### config.mk
export PLATFORM = sky130hd
export DESIGN_NAME = sbm_ctrl
export DESIGN_NICKNAME = d
export VERILOG_FILES = /design/src/sv/sbm_pkg.sv /design/src/sv/sbm_ctrl.sv
export SDC_FILE = /design/constraint.sdc
export NUM_CORES = 1
export LEC_CHECK = 0
export CORE_AREA = 5 5 42 44
export CTS_CLUSTER_DIAMETER = 40
export CTS_CLUSTER_SIZE = 20
export DETAILED_ROUTE_END_ITERATION = 8
export DIE_AREA = 0 0 47 49
export DONT_BUFFER_PORTS = 1
export GPL_ROUTABILITY_DRIVEN = 0
export SYNTH_ARGS = -nofsm -noshare
export SYNTH_HDL_FRONTEND = slang
export SYNTH_SLANG_ARGS = --single-unit
export TNS_END_PERCENT = 1
### constraint.sdc
create_clock -name clk_i -period 4.6 [get_ports clk_i]
set_clock_uncertainty 0.15 [all_clocks]
set_input_delay 0.69 -clock clk_i [delete_from_list [all_inputs] [get_ports clk_i]]
set_output_delay 0.69 -clock clk_i [all_outputs]
set_load 0.01 [all_outputs]
### src/sv/sbm_pkg.sv
// shared types for the sliding window bitrate meter
package sbm_pkg;

  typedef enum logic [3:0] {
    ST_CLEAR,
    ST_IDLE,
    ST_CHECK,
    ST_EXP_RD,
    ST_EXP_WR,
    ST_ACT,
    ST_UPD_RD,
    ST_UPD_WR,
    ST_DIV,
    ST_QOUT
  } sbm_state_e;

  localparam logic KIND_UPDATE = 1'b0;
  localparam logic KIND_QUERY  = 1'b1;

  localparam int unsigned NUM_W    = 53;
  localparam int unsigned WIN_W    = 11;
  localparam int unsigned WIN_RST  = 1000;

  typedef struct packed {
    logic in_ready;
    logic clr_step;
    logic load;
    logic exp_init;
    logic exp_step;
    logic exp_fin;
    logic first;
    logic upd_rd;
    logic upd_wr;
    logic q_prep;
    logic div_step;
    logic out_load;
  } sbm_cmd_t;

  typedef struct packed {
    logic clr_done;
    logic is_query;
    logic drop;
    logic exp_need;
    logic exp_more;
    logic q_zero;
    logic div_done;
    logic out_free;
  } sbm_status_t;

endpackage

### src/sv/sbm_ctrl.sv
// controller state machine of the bitrate meter
module sbm_ctrl (
  input  logic                clk_i,
  input  logic                rst_ni,
  input  logic                in_valid_i,
  input  sbm_pkg::sbm_status_t status_i,
  output sbm_pkg::sbm_cmd_t    cmd_o
);
  import sbm_pkg::*;

  sbm_state_e state_q, state_d;

  always_ff @(posedge clk_i or negedge rst_ni) begin
    if (!rst_ni) begin
      state_q <= ST_CLEAR;
    end else begin
      state_q <= state_d;
    end
  end

  always_comb begin
    state_d = state_q;
    case (state_q)
      ST_CLEAR:  if (status_i.clr_done) state_d = ST_IDLE;
      ST_IDLE:   if (in_valid_i) state_d = ST_CHECK;
      ST_CHECK: begin
        if (status_i.drop) state_d = ST_IDLE;
        else if (status_i.exp_need) state_d = ST_EXP_RD;
        else state_d = ST_ACT;
      end
      ST_EXP_RD: state_d = status_i.exp_more ? ST_EXP_WR : ST_ACT;
      ST_EXP_WR: state_d = ST_EXP_RD;
      ST_ACT:    state_d = status_i.is_query ? ST_DIV : ST_UPD_RD;
      ST_UPD_RD: state_d = ST_UPD_WR;
      ST_UPD_WR: state_d = ST_IDLE;
      ST_DIV:    if (status_i.q_zero || status_i.div_done) state_d = ST_QOUT;
      ST_QOUT:   if (status_i.out_free) state_d = ST_IDLE;
      default:   state_d = ST_CLEAR;
    endcase
  end

  always_comb begin
    cmd_o = '0;
    case (state_q)
      ST_CLEAR:  cmd_o.clr_step = 1'b1;
      ST_IDLE: begin
        cmd_o.in_ready = 1'b1;
        cmd_o.load     = in_valid_i;
      end
      ST_CHECK:  cmd_o.exp_init = !status_i.drop && status_i.exp_need;
      ST_EXP_RD: cmd_o.exp_fin = !status_i.exp_more;
      ST_EXP_WR: cmd_o.exp_step = 1'b1;
      ST_ACT: begin
        cmd_o.first  = !status_i.is_query;
        cmd_o.q_prep = status_i.is_query;
      end
      ST_UPD_RD: cmd_o.upd_rd = 1'b1;
      ST_UPD_WR: cmd_o.upd_wr = 1'b1;
      ST_DIV:    cmd_o.div_step = !status_i.q_zero;
      ST_QOUT:   cmd_o.out_load = status_i.out_free;
      default:   cmd_o = '0;
    endcase
  end

endmodule

== Word-level counts from Yosys, hierarchy flattened ==
Cells that the tools add are included.
W data, S select, Z words.

* Bits in registers: 4
* Input port bits: 11
* Output and inout bits: 12

* Equal/unequal tests: 13
* Muxes and demuxes: 21
* Reduce and logical (&&, ||, !) cells: 8

{| class="wikitable"
|+ Operators with widths
! kind !! number
|-
| $pmux W4 S10 || 1
|-
| $mux W4 || 5
|-
| $eq A4 B3 Y1 const B || 4
|-
| $mux W1 || 13
|-
| $eq A4 B2 Y1 const B || 2
|-
| $eq A4 B4 Y1 const B || 2
|-
| $ne A2 B2 Y1 const B || 4
|-
| $mux W3 || 2
|-
| $eq A4 B1 Y1 const B || 1
|-
| $logic_not A1 Y1 || 4
|-
| $logic_not A4 Y1 || 1
|-
| $reduce_and A4 Y1 || 1
|-
| $logic_and A1 B1 Y1 || 1
|-
| $logic_or A1 B1 Y1 || 1
|}

== Longest topological paths before layout ==
* Depth after elaboration: 3
* Gate-level depth with buffers: 5

== Worst setup path after synthesis ==
Ideal clock, no wire load.

* Path kind: reg-to-output
* From: register state_q[3]
* To: output cmd_o[9] (netlist bit)
* Arrival: 1154 ps
* Required time: 3760 ps
* Slack: 2606 ps
* Cell stages (with the launch flop): 5
* Path buffers: 1
* Path through: dfrtp_1 > or2_1 > buf_6 > nor2_1 > and2_1

{| class="wikitable"
|+ RTL lines
! element !! line !! source
|-
| start, declared || sbm_ctrl.sv:11 || <nowiki>sbm_state_e state_q, state_d;</nowiki>
|-
| start signal, assigned || sbm_ctrl.sv:17 || <nowiki>state_q <= state_d;</nowiki>
|-
| end, declared || sbm_ctrl.sv:7 || <nowiki>output sbm_pkg::sbm_cmd_t cmd_o</nowiki>
|}

==> flow_metrics.tcl <==
set metrics [dict create \
    cts_buffers 3 \
    ys_ff_latch 4 \
    rsz0062_at_grt "false" \
    timing.final.ws_setup_ns 2.23 \
    setup_viol 0 \
    clk_latency_ns 0.23 \
    top_regs "state_q: 4 flops" \
    avgSynthCellArea_um2 7.80 \
    outcome "complete, no violations" \
    detail-route-antenna-nets 0 \
    cpPeakStageDelay_ns 0.47 \
    fillerInstances 158 \
    cp_data_required_time_ns 3.76 \
    postCtsSetupBuffers 0 \
    yosys-top-cells-area "dfrtp_1 25%, nor3_1 6.3%, nor4b_4 6.0%" \
    die_h_um 49 \
    wl_per_cell_um 14.5 \
    largest_reg_flops 4 \
    num_io_pins 23 \
    p_leak_nw 0.174 \
    grt_max_degree 15 \
    grt.overflow.total 0 \
    placed_area_um2 393 \
    seqCellArea_um2 100 \
    ys_warn_count 0 \
    holdPathStages 1 \
    nets 64 \
    fin_crit_ns 2.37 \
    power_density_nw_per_um2 635 \
    ys_seq_area_share_pct 25.2 \
    cts_sinks 4 \
    slowest_stage "dfrtp_1" \
    cap_viol_max_count 0 \
    min_path_type "register to register" \
    hold_viol 0 \
    cts_buffer_depth 2 \
    die_x_um 47 \
    maxSlewViolCount 0 \
    dp_worst_setup_slack_ns 2.46 \
    max_freq_mhz 421 \
    cp-start-kind "register" \
    synth_top_area_share_pct 25.2 \
    grt_pass1_wl_mm 1.55 \
    clkTransAtPathRegs_ns 0.04 \
    wl_um 974 \
    viasPerCell 5.22 \
    die_area_um2 2300 \
    synth_top_area_cell "dfrtp_1" \
    tns_ns 0 \
    cp_data_arrival_time_ns 1.53 \
    dp_hpwl_um 807 \
    cts_root_buf "clkbuf_4" \
    ys_types 26 \
    grt_pass1_vias 337 \
    syn2layout_area_growth_pct 6.92 \
    crit_type "register to output pin" \
    port_buffers 0 \
    drive_above_1_share_pct 13.7 \
    grt_use_total_pct 9.12 \
    cp_cell_sequence "or2_1 > nor2_1 > and2_1" \
    antenna_found_initial 0 \
    critPathTopFamily "simple AND/OR/NAND/NOR gates" \
    design_area_um2 425 \
    reg2reg_depth 4 \
    top_register "state_q" \
    vias 350 \
    peakVddDrop_v 0.000296 \
    dp.cells 63 \
    cp.depth 3 \
    netlist_area_um2 398 \
    antennaDiodeCount 0 \
    cp-end-kind "output pin" \
    start_util_pct 28.4 \
    coreArea_um2 1400 \
    stdcell_count 67 \
    cp_num_buf_inv 0 \
    tightest_slew_ns 0.559 \
    cts_tree "done" \
    synthCells 51 \
    htree_levels 1 \
    multiInputGateArea_um2 262 \
    rows 14 \
    rrSetupSlack_ns 2.91 \
    synth_nets 62 \
    drt_pass1_iterations 4 \
    drtIter0Drc 9 \
    slew_headroom_pct 62.2 \
    drcViolationCount 0 \
    crit_fanout 11 \
    fin_crit_sh_pct 51.6 \
]
[layer usage]
layer / vias to the layer above / routed length, µm / part of all wire (%) / GRT usage, %
li1: 181 / - / - / -
met1: 163 / 375 / 39 / 10.2
met2: 6 / 568 / 58 / 15.8
met3: 0 / 30 / 3.1 / 2.58
met4: 0 / 0 / 0 / 2.76
met5: - / 0 / 0 / 0
[cell usage after synthesis, drive strengths merged]
cell,instances
o21ai,3
nand2b,2
o41ai,1
mux2,1
and2,1
mux2i,1
or2,1
and3,2
buf,4
a21oi,3
nand4,1
or4,1
nor3,5
inv,3
xor2,1
nor4b,2
nor2,6
dfrtp,4
nor2b,1
o31ai,1
nor3b,1
nand2,5
a32oi,1
[layout make-up]
type | count | share of cell area, %
Sequential cell | 4 | 23.5
Timing Repair Buffer | 1 | 2.35
Clock buffer | 3 | 5.29
Tap cell | 16 | 4.71
Inverter | 3 | 2.65
Multi-Input combinational cell | 40 | 61.5
[where the power goes]
| part | switching (mW) | internal (mW) |
|---|---|---|
| clock | 0.0122 | 0.0290 |
| sequential | 0.0422 | 0.0497 |
| combinational | 0.0791 | 0.0579 |
[cell families (layout without fill, tap and decap cells)]
kind of cell / count (synthesis) / after routing / synth area share (%)
XOR/XNOR: 1 / 1 / 2.20
multiplexers: 2 / 2 / 5.35
AND/OR/NAND/NOR: 28 / 28 / 42.5
AO/OA/AOI/OAI: 9 / 9 / 15.7
flip-flops: 4 / 4 / 25.2
buffers and inverters: 7 / 7 / 9.12
[worst register-to-register path, stage by stage, from the launching register on]
cell and delay (ns):
dfrtp_1 0.47, or2_1 0.36, nor4b_4 0.38, a21oi_1 0.09, nor3b_2 0.17
[cells in the final DEF, fill, tap and decap left out, types with 2 or more instances in the layout]
cell | Yosys | final
and3_1 | 2 | 2
clkbuf_4 | 0 | 3
dfrtp_1 | 4 | 4
nand2_1 | 5 | 5
nand2b_1 | 2 | 2
nor2_1 | 6 | 6
inv_1 | 3 | 3
nor3_1 | 5 | 5
o21ai_0 | 3 | 3
a21oi_1 | 3 | 3
[final timing paths]
| path | startpoint | end |
|---|---|---|
| worst max register to register | state_q[2]$_DFFE_PN0P_ | state_q[1]$_DFFE_PN0P_ |
| worst max-delay path | state_q[2]$_DFFE_PN0P_ | cmd_o[9] |
| worst min register to register | state_q[3]$_DFFE_PN0P_ | state_q[2]$_DFFE_PN0P_ |
| worst min-delay path | state_q[3]$_DFFE_PN0P_ | state_q[2]$_DFFE_PN0P_ |
| min in group asynchronous | rst_ni | state_q[2]$_DFFE_PN0P_ |
| max in group asynchronous | rst_ni | state_q[1]$_DFFE_PN0P_ |
[what timing repair did]
item,4_1_cts,5_1_grt
resized for setup,0,0
hold buffers,1,0
hold endpoints to repair,4,0
[stage by stage]
step	power [mW]	utilization [%]	hold slack, ns
after floorplan	0.218	-	0.244
after global placement	0.228	28.0	0.245
after detailed placement	0.228	28.0	0.245
after CTS	0.274	30.4	0.427
after global routing	0.298	30.4	0.464
final	0.270	30.4	0.423
(Power assumes the default switching activity.)
